===== src/ipv4rx_pkg.sv =====
`timescale 1ns / 1ps
`default_nettype none

package ipv4rx_pkg;

  // Fixed header size; options are not parsed.
  localparam int unsigned HDR_LEN = 20;

  // Header byte offsets.
  localparam logic [4:0] IDX_VERSION   = 5'd0;
  localparam logic [4:0] IDX_TLEN_HI   = 5'd2;
  localparam logic [4:0] IDX_TLEN_LO   = 5'd3;
  localparam logic [4:0] IDX_PROTO     = 5'd9;
  localparam logic [4:0] IDX_CSUM_HI   = 5'd10;
  localparam logic [4:0] IDX_CSUM_LO   = 5'd11;
  localparam logic [4:0] IDX_SRC_0     = 5'd12;
  localparam logic [4:0] IDX_SRC_1     = 5'd13;
  localparam logic [4:0] IDX_SRC_2     = 5'd14;
  localparam logic [4:0] IDX_SRC_3     = 5'd15;
  localparam logic [4:0] IDX_DST_0     = 5'd16;
  localparam logic [4:0] IDX_DST_1     = 5'd17;
  localparam logic [4:0] IDX_DST_2     = 5'd18;
  localparam logic [4:0] IDX_DST_3     = 5'd19;

  // Configuration register indexes.
  localparam logic CFG_LOCAL_IP       = 1'b0;
  localparam logic CFG_HANDLED_PROTOS = 1'b1;

  // Result kinds.
  localparam logic KIND_PAYLOAD = 1'b0;
  localparam logic KIND_VERDICT = 1'b1;

  localparam int unsigned IN_TDATA_W  = 24;
  localparam int unsigned OUT_TDATA_W = 56;

  typedef enum logic [2:0] {
    VERDICT_ACCEPTED        = 3'd0,
    VERDICT_PROTO_UNHANDLED = 3'd1,
    VERDICT_SHORT           = 3'd2,
    VERDICT_BAD_HEADER      = 3'd3,
    VERDICT_BAD_CHECKSUM    = 3'd4,
    VERDICT_NOT_OURS        = 3'd5
  } verdict_t;

  typedef struct packed {
    logic [15:0] frame_len;
    logic [7:0]  rx_byte;
  } rx_item_t;

  typedef struct packed {
    logic        kind;
    logic [7:0]  payload_byte;
    verdict_t    verdict;
    logic [7:0]  protocol;
    logic [31:0] source_ip;
    logic        last;
  } result_t;

endpackage

`default_nettype wire


===== src/ipv4rx_in_reg.sv =====
`timescale 1ns / 1ps
`default_nettype none

module ipv4rx_in_reg (
  input  wire logic                clk,
  input  wire logic                rst_n,
  input  wire logic                s_valid,
  output logic                     s_ready,
  input  wire ipv4rx_pkg::rx_item_t s_item,
  output logic                     m_valid,
  input  wire logic                m_ready,
  output ipv4rx_pkg::rx_item_t     m_item
);
  import ipv4rx_pkg::*;

  logic     valid_r;
  rx_item_t item_r;

  // The register frees up in the same cycle that its content moves on.
  assign s_ready = !valid_r || m_ready;
  assign m_valid = valid_r;
  assign m_item  = item_r;

  always_ff @(posedge clk) begin
    if (!rst_n) begin
      valid_r <= 1'b0;
    end else if (s_valid && s_ready) begin
      valid_r <= 1'b1;
    end else if (m_ready) begin
      valid_r <= 1'b0;
    end
  end

  always_ff @(posedge clk) begin
    if (s_valid && s_ready) begin
      item_r <= s_item;
    end
  end

endmodule

`default_nettype wire


===== src/ipv4rx_hdr.sv =====
`timescale 1ns / 1ps
`default_nettype none

module ipv4rx_hdr (
  input  wire logic                 clk,
  input  wire logic                 rst_n,
  input  wire logic                 item_fire,
  input  wire ipv4rx_pkg::rx_item_t item,
  input  wire logic [31:0]          local_ip,
  input  wire logic [63:0]          handled_protocols,
  output logic                      res_valid,
  output ipv4rx_pkg::result_t       res
);
  import ipv4rx_pkg::*;

  logic [15:0] byte_index_r,      byte_index_nxt;
  logic [19:0] sum_r,             sum_nxt;
  logic [15:0] stored_checksum_r, stored_checksum_nxt;
  logic        version_ok_r,      version_ok_nxt;
  logic [15:0] total_length_r,    total_length_nxt;
  logic [7:0]  header_protocol_r, header_protocol_nxt;
  logic [31:0] header_source_r,   header_source_nxt;
  logic        dest_match_r,      dest_match_nxt;
  logic        forwarding_r,      forwarding_nxt;

  logic [16:0] idx_inc;
  logic        frame_end;
  logic        in_hdr;
  logic [4:0]  hidx;
  logic [7:0]  b;
  logic [19:0] add;
  logic [16:0] fold1;
  logic [16:0] fold2;
  logic [15:0] csum;
  logic        dest_ok;
  logic        proto_ok;
  verdict_t    verdict;
  logic        fwd;
  logic        lastp;

  always_comb begin
    b         = item.rx_byte;
    idx_inc   = {1'b0, byte_index_r} + 17'd1;
    frame_end = idx_inc >= {1'b0, item.frame_len};
    in_hdr    = byte_index_r < 16'(HDR_LEN);
    hidx      = byte_index_r[4:0];

    byte_index_nxt      = byte_index_r;
    sum_nxt             = sum_r;
    stored_checksum_nxt = stored_checksum_r;
    version_ok_nxt      = version_ok_r;
    total_length_nxt    = total_length_r;
    header_protocol_nxt = header_protocol_r;
    header_source_nxt   = header_source_r;
    dest_match_nxt      = dest_match_r;
    forwarding_nxt      = forwarding_r;

    add      = byte_index_r[0] ? {12'd0, b} : {4'd0, b, 8'd0};
    fold1    = 17'd0;
    fold2    = 17'd0;
    csum     = 16'd0;
    dest_ok  = 1'b0;
    proto_ok = 1'b0;
    verdict  = VERDICT_ACCEPTED;
    fwd      = 1'b0;
    lastp    = 1'b0;

    res_valid = 1'b0;
    res       = '{kind: KIND_PAYLOAD, payload_byte: 8'd0, verdict: VERDICT_ACCEPTED,
                  protocol: 8'd0, source_ip: 32'd0, last: 1'b0};

    if (in_hdr) begin
      // The checksum field itself counts as zero in the sum.
      if (hidx != IDX_CSUM_HI && hidx != IDX_CSUM_LO) begin
        sum_nxt = sum_r + add;
      end
      case (hidx)
        IDX_VERSION: version_ok_nxt = b[7:4] == 4'd4;
        IDX_TLEN_HI: total_length_nxt = {b, total_length_r[7:0]};
        IDX_TLEN_LO: total_length_nxt = {total_length_r[15:8], b};
        IDX_PROTO:   header_protocol_nxt = b;
        IDX_CSUM_HI: stored_checksum_nxt = {b, stored_checksum_r[7:0]};
        IDX_CSUM_LO: stored_checksum_nxt = {stored_checksum_r[15:8], b};
        IDX_SRC_0, IDX_SRC_1, IDX_SRC_2, IDX_SRC_3: begin
          header_source_nxt = {header_source_r[23:0], b};
        end
        IDX_DST_0: if (local_ip[31:24] != b) dest_match_nxt = 1'b0;
        IDX_DST_1: if (local_ip[23:16] != b) dest_match_nxt = 1'b0;
        IDX_DST_2: if (local_ip[15:8] != b) dest_match_nxt = 1'b0;
        IDX_DST_3: if (local_ip[7:0] != b) dest_match_nxt = 1'b0;
        default: ;
      endcase

      if (hidx == IDX_DST_3) begin
        // Ones' complement fold with end-around carry, then complement.
        fold1    = {1'b0, sum_nxt[15:0]} + {13'd0, sum_nxt[19:16]};
        fold2    = {1'b0, fold1[15:0]} + {16'd0, fold1[16]};
        csum     = ~fold2[15:0];
        dest_ok  = dest_match_nxt;
        proto_ok = (header_protocol_r[7:6] == 2'd0) &&
                   handled_protocols[header_protocol_r[5:0]];
        if (!version_ok_r || total_length_r < 16'(HDR_LEN) ||
            total_length_r > item.frame_len) begin
          verdict = VERDICT_BAD_HEADER;
        end else if (csum != stored_checksum_r) begin
          verdict = VERDICT_BAD_CHECKSUM;
        end else if (!dest_ok) begin
          verdict = VERDICT_NOT_OURS;
        end else if (!proto_ok) begin
          verdict = VERDICT_PROTO_UNHANDLED;
        end else begin
          verdict = VERDICT_ACCEPTED;
        end
        fwd            = (verdict == VERDICT_ACCEPTED) && (total_length_r > 16'(HDR_LEN));
        forwarding_nxt = fwd;
        res_valid      = 1'b1;
        res.kind       = KIND_VERDICT;
        res.verdict    = verdict;
        res.protocol   = header_protocol_r;
        res.source_ip  = header_source_r;
        res.last       = !fwd;
      end else if (frame_end) begin
        res_valid   = 1'b1;
        res.kind    = KIND_VERDICT;
        res.verdict = VERDICT_SHORT;
        res.last    = 1'b1;
      end
    end else if (forwarding_r && byte_index_r < total_length_r) begin
      // Payload up to the total length; padding beyond it is dropped.
      lastp            = idx_inc == {1'b0, total_length_r};
      res_valid        = 1'b1;
      res.kind         = KIND_PAYLOAD;
      res.payload_byte = b;
      res.last         = lastp;
      if (lastp) begin
        forwarding_nxt = 1'b0;
      end
    end

    if (frame_end) begin
      byte_index_nxt = 16'd0;
      sum_nxt        = 20'd0;
      version_ok_nxt = 1'b0;
      dest_match_nxt = 1'b1;
      forwarding_nxt = 1'b0;
    end else begin
      byte_index_nxt = idx_inc[15:0];
    end
  end

  always_ff @(posedge clk) begin
    if (!rst_n) begin
      byte_index_r      <= 16'd0;
      sum_r             <= 20'd0;
      stored_checksum_r <= 16'd0;
      version_ok_r      <= 1'b0;
      total_length_r    <= 16'd0;
      header_protocol_r <= 8'd0;
      header_source_r   <= 32'd0;
      dest_match_r      <= 1'b1;
      forwarding_r      <= 1'b0;
    end else if (item_fire) begin
      byte_index_r      <= byte_index_nxt;
      sum_r             <= sum_nxt;
      stored_checksum_r <= stored_checksum_nxt;
      version_ok_r      <= version_ok_nxt;
      total_length_r    <= total_length_nxt;
      header_protocol_r <= header_protocol_nxt;
      header_source_r   <= header_source_nxt;
      dest_match_r      <= dest_match_nxt;
      forwarding_r      <= forwarding_nxt;
    end
  end

endmodule

`default_nettype wire


===== src/ipv4rx_out_reg.sv =====
`timescale 1ns / 1ps
`default_nettype none

module ipv4rx_out_reg (
  input  wire logic                clk,
  input  wire logic                rst_n,
  input  wire logic                load,
  input  wire ipv4rx_pkg::result_t load_res,
  output logic                     can_take,
  output logic                     m_valid,
  input  wire logic                m_ready,
  output ipv4rx_pkg::result_t      m_res
);
  import ipv4rx_pkg::*;

  logic    valid_r;
  result_t res_r;

  assign can_take = !valid_r || m_ready;
  assign m_valid  = valid_r;
  assign m_res    = res_r;

  always_ff @(posedge clk) begin
    if (!rst_n) begin
      valid_r <= 1'b0;
    end else if (load) begin
      valid_r <= 1'b1;
    end else if (m_ready) begin
      valid_r <= 1'b0;
    end
  end

  always_ff @(posedge clk) begin
    if (load) begin
      res_r <= load_res;
    end
  end

endmodule

`default_nettype wire


===== src/ipv4_receive_header_check.sv =====
`timescale 1ns / 1ps
`default_nettype none

// IPv4 receive header check.
// The input stream carries one frame byte per item together with the frame's
// byte count. The block parses the fixed 20-byte header (no options), then
// emits one verdict item per frame: accepted, protocol unhandled, short frame,
// bad version or length, bad checksum, or not addressed to local_ip. After an
// accepted verdict the payload bytes up to the header's total length follow,
// one item each; trailing padding and the header bytes produce no items.
// The configuration channel writes local_ip (index 0) and the 64-bit handled
// protocol mask (index 1); it is always ready. The user must write the
// configuration only while idle; the block itself does not enforce it. An item
// passes an input register and is evaluated on its way into the output
// register, where its result is presented to the receiver. One item is
// accepted every cycle while the receiver does not stall; the sustained rate is
// set by the single evaluation step between the two registers. When the
// receiver stalls, the output register holds its result, no item is evaluated,
// and in_tready drops once the input register holds an item. Reset initialises
// all header state and clears the parse position and both configuration registers.
module ipv4_receive_header_check (
  input  wire logic        clk,
  input  wire logic        rst_n,
  input  wire logic        in_tvalid,
  output logic             in_tready,
  input  wire logic [23:0] in_tdata,   // rx_byte[7:0], frame_len[23:8]
  output logic             out_tvalid,
  input  wire logic        out_tready,
  output logic [55:0]      out_tdata,  // payload_byte[7:0], verdict[10:8], protocol[18:11],
                                       // source_ip[50:19], zero fill[55:51]
  output logic             out_tuser,  // kind: 0 payload byte, 1 verdict
  output logic             out_tlast,
  input  wire logic        cfg_valid,
  output logic             cfg_ready,
  input  wire logic        cfg_index,
  input  wire logic [63:0] cfg_data
);
  import ipv4rx_pkg::*;

  logic [31:0] local_ip_r;
  logic [63:0] handled_protocols_r;

  rx_item_t in_item;
  rx_item_t cur_item;
  logic     cur_valid;
  logic     can_take;
  logic     fire;
  logic     res_valid;
  result_t  res;
  result_t  out_res;

  assign cfg_ready = 1'b1;

  always_ff @(posedge clk) begin
    if (!rst_n) begin
      local_ip_r          <= 32'd0;
      handled_protocols_r <= 64'd0;
    end else if (cfg_valid && cfg_ready) begin
      unique case (cfg_index)
        CFG_LOCAL_IP:       local_ip_r <= cfg_data[31:0];
        CFG_HANDLED_PROTOS: handled_protocols_r <= cfg_data;
        default: ;
      endcase
    end
  end

  assign in_item = '{frame_len: in_tdata[23:8], rx_byte: in_tdata[7:0]};

  // The held item is evaluated when the output register can take its result.
  assign fire = cur_valid && can_take;

  ipv4rx_in_reg u_in_reg (
    .clk     (clk),
    .rst_n   (rst_n),
    .s_valid (in_tvalid),
    .s_ready (in_tready),
    .s_item  (in_item),
    .m_valid (cur_valid),
    .m_ready (can_take),
    .m_item  (cur_item)
  );

  ipv4rx_hdr u_hdr (
    .clk               (clk),
    .rst_n             (rst_n),
    .item_fire         (fire),
    .item              (cur_item),
    .local_ip          (local_ip_r),
    .handled_protocols (handled_protocols_r),
    .res_valid         (res_valid),
    .res               (res)
  );

  ipv4rx_out_reg u_out_reg (
    .clk      (clk),
    .rst_n    (rst_n),
    .load     (fire && res_valid),
    .load_res (res),
    .can_take (can_take),
    .m_valid  (out_tvalid),
    .m_ready  (out_tready),
    .m_res    (out_res)
  );

  assign out_tdata = {5'd0, out_res.source_ip, out_res.protocol, out_res.verdict,
                      out_res.payload_byte};
  assign out_tuser = out_res.kind;
  assign out_tlast = out_res.last;

endmodule

`default_nettype wire

===== config.mk =====
export PLATFORM = sky130hd
export DESIGN_NAME = ipv4_receive_header_check
export DESIGN_NICKNAME = d
export VERILOG_FILES = /design/src/ipv4rx_pkg.sv /design/src/ipv4rx_in_reg.sv /design/src/ipv4rx_hdr.sv /design/src/ipv4rx_out_reg.sv /design/src/ipv4_receive_header_check.sv
export SDC_FILE = /design/constraint.sdc
export NUM_CORES = 1
export LEC_CHECK = 0
export BUFFER_PORTS_ARGS = -buffer_cell sky130_fd_sc_hd__buf_2
export CORE_UTILIZATION = 45
export CTS_CLUSTER_SIZE = 16
export DETAILED_ROUTE_END_ITERATION = 6
export SLEW_MARGIN = 5
export SYNTH_ARGS = -nofsm -noshare
export SYNTH_HDL_FRONTEND = slang
export SYNTH_HIERARCHICAL = 1
export SYNTH_SLANG_ARGS = --single-unit

===== constraint.sdc =====
create_clock -name clk -period 19.4 [get_ports clk]
set_clock_uncertainty 0.2 [all_clocks]
set_input_delay 3.88 -clock clk [delete_from_list [all_inputs] [get_ports clk]]
set_output_delay 3.88 -clock clk [all_outputs]
set_load 0.02 [all_outputs]

* Yosys cells after proc, flatten, opt, wreduce, memory -nomap -nowiden
Index checks and enable logic that the tools add are counted.
** Operators by class
- Add/sub/neg operators :: 4
- Order comparisons :: 7
- Equal/unequal tests :: 23
- Muxes and demuxes :: 46
- Bitwise logic cells :: 7
- Reductions and logical operators :: 38
** Operator list (count)
- 20-bit 2-to-1 mux :: 4
- 16-bit case mux with 2 select lines :: 2
- 5-bit by 4-bit == test with 1-bit output, second input constant :: 7
- 16-bit by 5-bit less-than comparator with 1-bit output, second input constant :: 2
- 16-bit 2-to-1 mux :: 2
- 8-bit inequality test :: 4
- 1-bit 2-to-1 mux :: 29
- 20-bit adder :: 1
- 5-bit == test, second input constant :: 4
- 4-bit AND reduction :: 5
- 3-bit 2-to-1 mux :: 6
- 16-bit by 1-bit adder with 17-bit output, second input constant :: 1
- 16-bit by 4-bit adder with 17-bit output :: 1
- 17-bit by 16-bit == test with 1-bit output :: 1
- 17-bit by 16-bit >= comparator with 1-bit output :: 1
- 16-bit by 1-bit adder with 16-bit output :: 1
- 16-bit > comparator :: 1
- 16-bit by 5-bit > comparator with 1-bit output, second input constant :: 1
- 16-bit less-than comparator :: 1
- 16-bit inequality test :: 1
- 16-bit inverter :: 1
- 5-bit by 2-bit == test with 1-bit output, second input constant :: 2
- 5-bit by 4-bit inequality test with 1-bit output, second input constant :: 2
- 3-bit AND reduction :: 3
- 18 further kinds :: 42
** Word-level totals
- Bits in registers :: 286
- Bits of input ports :: 94
- Output and inout port bits :: 61
- Word-level logic and storage cells :: 148

* Longest topological paths before layout
- Word-level depth :: 17
- Depth in mapped cells :: 39
- Mapped depth without buffers :: 35

* Cells and area by module
Netlist, hierarchy kept.
** Modules (own cells, without submodules)
- ipv4rx_hdr :: instances 1, cells an instance 1127, area each 9809.4 µm², seq. area each 2222.1 µm²
- ipv4_receive_header_check :: instances 1, cells an instance 401, area each 3706.1 µm², seq. area each 1921.8 µm²
- ipv4rx_out_reg :: instances 1, cells an instance 57, area each 1640.3 µm², seq. area each 1611.5 µm²
- ipv4rx_in_reg :: instances 1, cells an instance 29, area each 778.2 µm², seq. area each 740.7 µm²

* Least setup slack after synthesis
Ideal clock, no wire load.
- Kind :: input to output
- From :: input out_tready
- To :: output in_tready
- Arrival time :: 4188 ps
- Data required time :: 15320 ps
- Path slack :: 11132 ps
- Stages :: 2
- Path buffers :: 0
- Path through :: nand2b_4 -> nand2b_4
** Between the ends
- Word-level cells in the longest chain between the ends :: 2
** RTL lines
- start, declared :: line ipv4_receive_header_check.sv:28 : input wire logic out_tready,
- 1-bit logical OR :: line ipv4rx_out_reg.sv:19 : assign can_take = !valid_r || m_ready;
- 1-bit logical OR :: line ipv4rx_in_reg.sv:20 : assign s_ready = !valid_r || m_ready;
- end, declared :: line ipv4_receive_header_check.sv:25 : output logic in_tready,
No other way between the ends.

==> flow_metrics.tcl <==
set metrics [dict create \
    vias 12000 \
    grt_pass1_vias 11400 \
    endpoint "u_out_reg/m_res[0]" \
    grt_remaining_overflow 0 \
    drc 0 \
    cts_tree "built" \
    cp.buffers_inverters 2 \
    register_area_um2 6500 \
    cts_buffers 34 \
    async_reset_ff_share_pct 0 \
    fill_cells 3230 \
    cts_resized 0 \
    setup_viol 0 \
    r2r_cells 34 \
    p_leak_nw 7.97 \
    post_cts_buffers 0 \
    first_iter_violations 862 \
    crit_path_start "u_in_reg/m_item[0]" \
    cts-root-buf "clkbuf_16" \
    crit_top_cell "ha_1" \
    r2r-end "u_out_reg/m_res[0]" \
    grt_max_degree 120 \
    hpwl_mm 28.1 \
    stdcell_area_um2 18000 \
    maxSlewViolCount 0 \
    io_buffers 148 \
    yosysWarnings 6 \
    critPathKind "register to register" \
    p_seq_share_pct 44.0 \
    powerDensity_nw_per_um2 80.6 \
    reg2reg_from "u_in_reg/m_item[0]" \
    synthToLayoutAreaGrowth_pct 13.1 \
    wirelength_mm 40.7 \
    num_antenna_cells 0 \
    final-instance-count-excl-fill 2191 \
    rows 68 \
    nNetsFinal 1884 \
    status "complete, no violations" \
    grt_use_total_pct 22.3 \
    p_int_mw 1.10 \
    pwr-share-comb_pct 10.3 \
    utilization_pct 51.9 \
    arrival_ps 8840 \
    routabilityCongestion 0.845 \
    ys_seq_area_share_pct 40.8 \
    vdd_drop_max_v 0.0000544 \
    crit_fanout 13 \
    synth_edf_count 77 \
    startpoint_type "register" \
    core_area_um2 34700 \
    cts_hold_buf 0 \
    path_delay_family "simple AND/OR/NAND/NOR gates" \
    ys.flop_type "dfxtp_1" \
    clkTransAtPathRegs_ps 60 \
    p_total_mw 1.45 \
    fmax_mhz 114 \
    fin_crit_sh_pct 45.3 \
    path_depth 34 \
    die_h_um 190 \
    layout_common_cells "dfxtp_1, nand2_1, buf_2" \
    setup_slack_ps 10600 \
    hold_violations 0 \
    cts_sinks 286 \
    syn_area_um2 15900 \
    ff2ff_setup_slack_ps 10600 \
    initial_utilization_pct 45.9 \
    min-delay-start "handled_protocols_r[42]" \
    ctsHtreeMaxLevel 2 \
    wire_per_inst_um 18.6 \
    slew-limit-headroom_pct 21.9 \
    cts_max_path_buffers 3 \
    yosys.cell_types.count 104 \
    multiInputGateArea_um2 8690 \
    drtPass1Iterations 5 \
    postSynthCellCount 1614 \
    ys_ff_latch 286 \
    pre_cts_slack_ps 10710 \
    clk_latency_ps 510 \
    dp.cells 2132 \
    antenna_found_initial 1 \
    io_pins 155 \
    worst_pin_slew_ps 1170 \
    grt_pass1_wl_mm 63.7 \
    final_common_cell "dfxtp_1" \
    dieArea_um2 36200 \
    min_path_type "register to register" \
    hold_slack_ps 245 \
    max_stage_delay_ps 680 \
    netSwitchingFraction_pct 24.2 \
    avgSynthCellArea_um2 9.87 \
    die_x_um 190 \
    place_area_um2 16900 \
    crit_path_end_kind "register" \
    crit_required_ps 19450 \
    clock_power_share_pct 45.6 \
    ant_nets 0 \
    cap_violations 0 \
    rsz0062_at_grt "no" \
    finalSetupTns_ps 0 \
    holdPathStages 2 \
    layout-drive-gt1-share_pct 16.8 \
    post-route-min-period_ps 8800 \
    via_per_inst 5.46 \
    crit_path_top_delay_cell "edfxtp_1" \
    p_switching_mw 0.352 \
]
[layer usage]
metal	track usage (%)	up-vias	wire, um
met4	4.65	0	673
li1	-	5910	-
met5	0	-	0
met2	35.4	244	18600
met1	32.5	5762	19900
met3	2.84	53	1560
[Yosys cell counts, types with 4 or more instances]
cell type  instances  area share (%)
a31oi_1            5            0.20
a21o_1            17            0.80
and2_1            23            0.90
o21a_1            14            0.66
nand3b_1           4            0.19
ha_1              75             5.9
buf_6             10            0.71
mux2i_1          144             9.0
xnor2_1           53             2.9
nand2b_1           7            0.27
a21oi_1           35             1.1
or2_2              5            0.20
nor2_1            39            0.92
nor3b_1            7            0.33
nor3_1            22            0.69
o211ai_1           5            0.24
a22oi_1           13            0.61
o21ai_1           36             1.1
buf_2             10            0.31
edfxtp_1          77              15
nand2_1          177             4.2
a21boi_0          15            0.71
o21ai_0           27            0.85
buf_4             10            0.47
inv_1             58             1.4
xor2_1            51             2.8
nor2b_1          111             4.4
nand4_1           44             1.7
mux4_2            21             3.0
a211oi_1           4            0.19
clkbuf_1          72             1.7
dfxtp_1          209              26
nand3_1           44             1.4
and3_1            50             2.0
nor4_1            19            0.75
[worst min-delay path by stage]
stage                                          to
after floorplan           handled_protocols_r[34]
after global placement    handled_protocols_r[44]
after detailed placement  handled_protocols_r[62]
after CTS                 handled_protocols_r[62]
after global routing      handled_protocols_r[47]
final                     handled_protocols_r[42]
[kinds of logic (layout without fill, tap and decap cells)]
group,after synthesis,in the layout,synth area share [%]
XOR/XNOR,106,106,6.00
adder cells (fa/ha/maj),77,77,6.14
flip-flops,286,286,40.8
AND/OR/NAND/NOR,597,597,20.6
multiplexers,166,166,12.1
AO/OA/AOI/OAI,214,214,9.48
buffers and inverters,166,284,4.91
other,2,6,0.0471
[flip-flops by register name (all words and copies together), names as in the netlist]
name                     flops
u_in_reg/m_item             24
u_hdr/dest_match_r           1
u_out_reg/m_res             53
u_hdr/stored_checksum_r     16
u_hdr/header_protocol_r      8
u_in_reg/m_valid             1
u_hdr/byte_index_r          16
handled_protocols_r         64
u_hdr/version_ok_r           1
u_hdr/sum_r                 20
u_hdr/total_length_r        16
u_hdr/forwarding_r           1
local_ip_r                  32
u_out_reg/m_valid            1
u_hdr/header_source_r       32
[final cells by class]
| class | count | area share, % |
|---|---|---|
| clock buffers | 45 | 5.06 |
| repair buffers | 167 | 4.94 |
| multi-input cells | 1166 | 48.2 |
| well taps | 455 | 3.16 |
| clock inverters | 14 | 1.35 |
| flip-flops and latches | 286 | 36.0 |
| inverters | 58 | 1.21 |
[worst reg2reg max path, delay by kind of cell (launching register included)]
family / cells / cell delay [ps]
adder cells (fa/ha/maj): 6 / 1450
flip-flops: 1 / 680
buffers and inverters: 2 / 130
AO/OA/AOI/OAI: 9 / 1990
AND/OR/NAND/NOR: 15 / 3600
XOR/XNOR: 2 / 470
[power by group through the flow]
stage / Clock [mW] / Sequential (mW) / Combinational, mW
floorplan: 0 / 0.647 / 0.111
global route: 0.704 / 0.641 / 0.164
detailed placement: 0 / 0.652 / 0.150
finish: 0.663 / 0.639 / 0.150
CTS: 0.678 / 0.639 / 0.150
global placement: 0 / 0.651 / 0.148
Power figures use the tool's default switching activity.
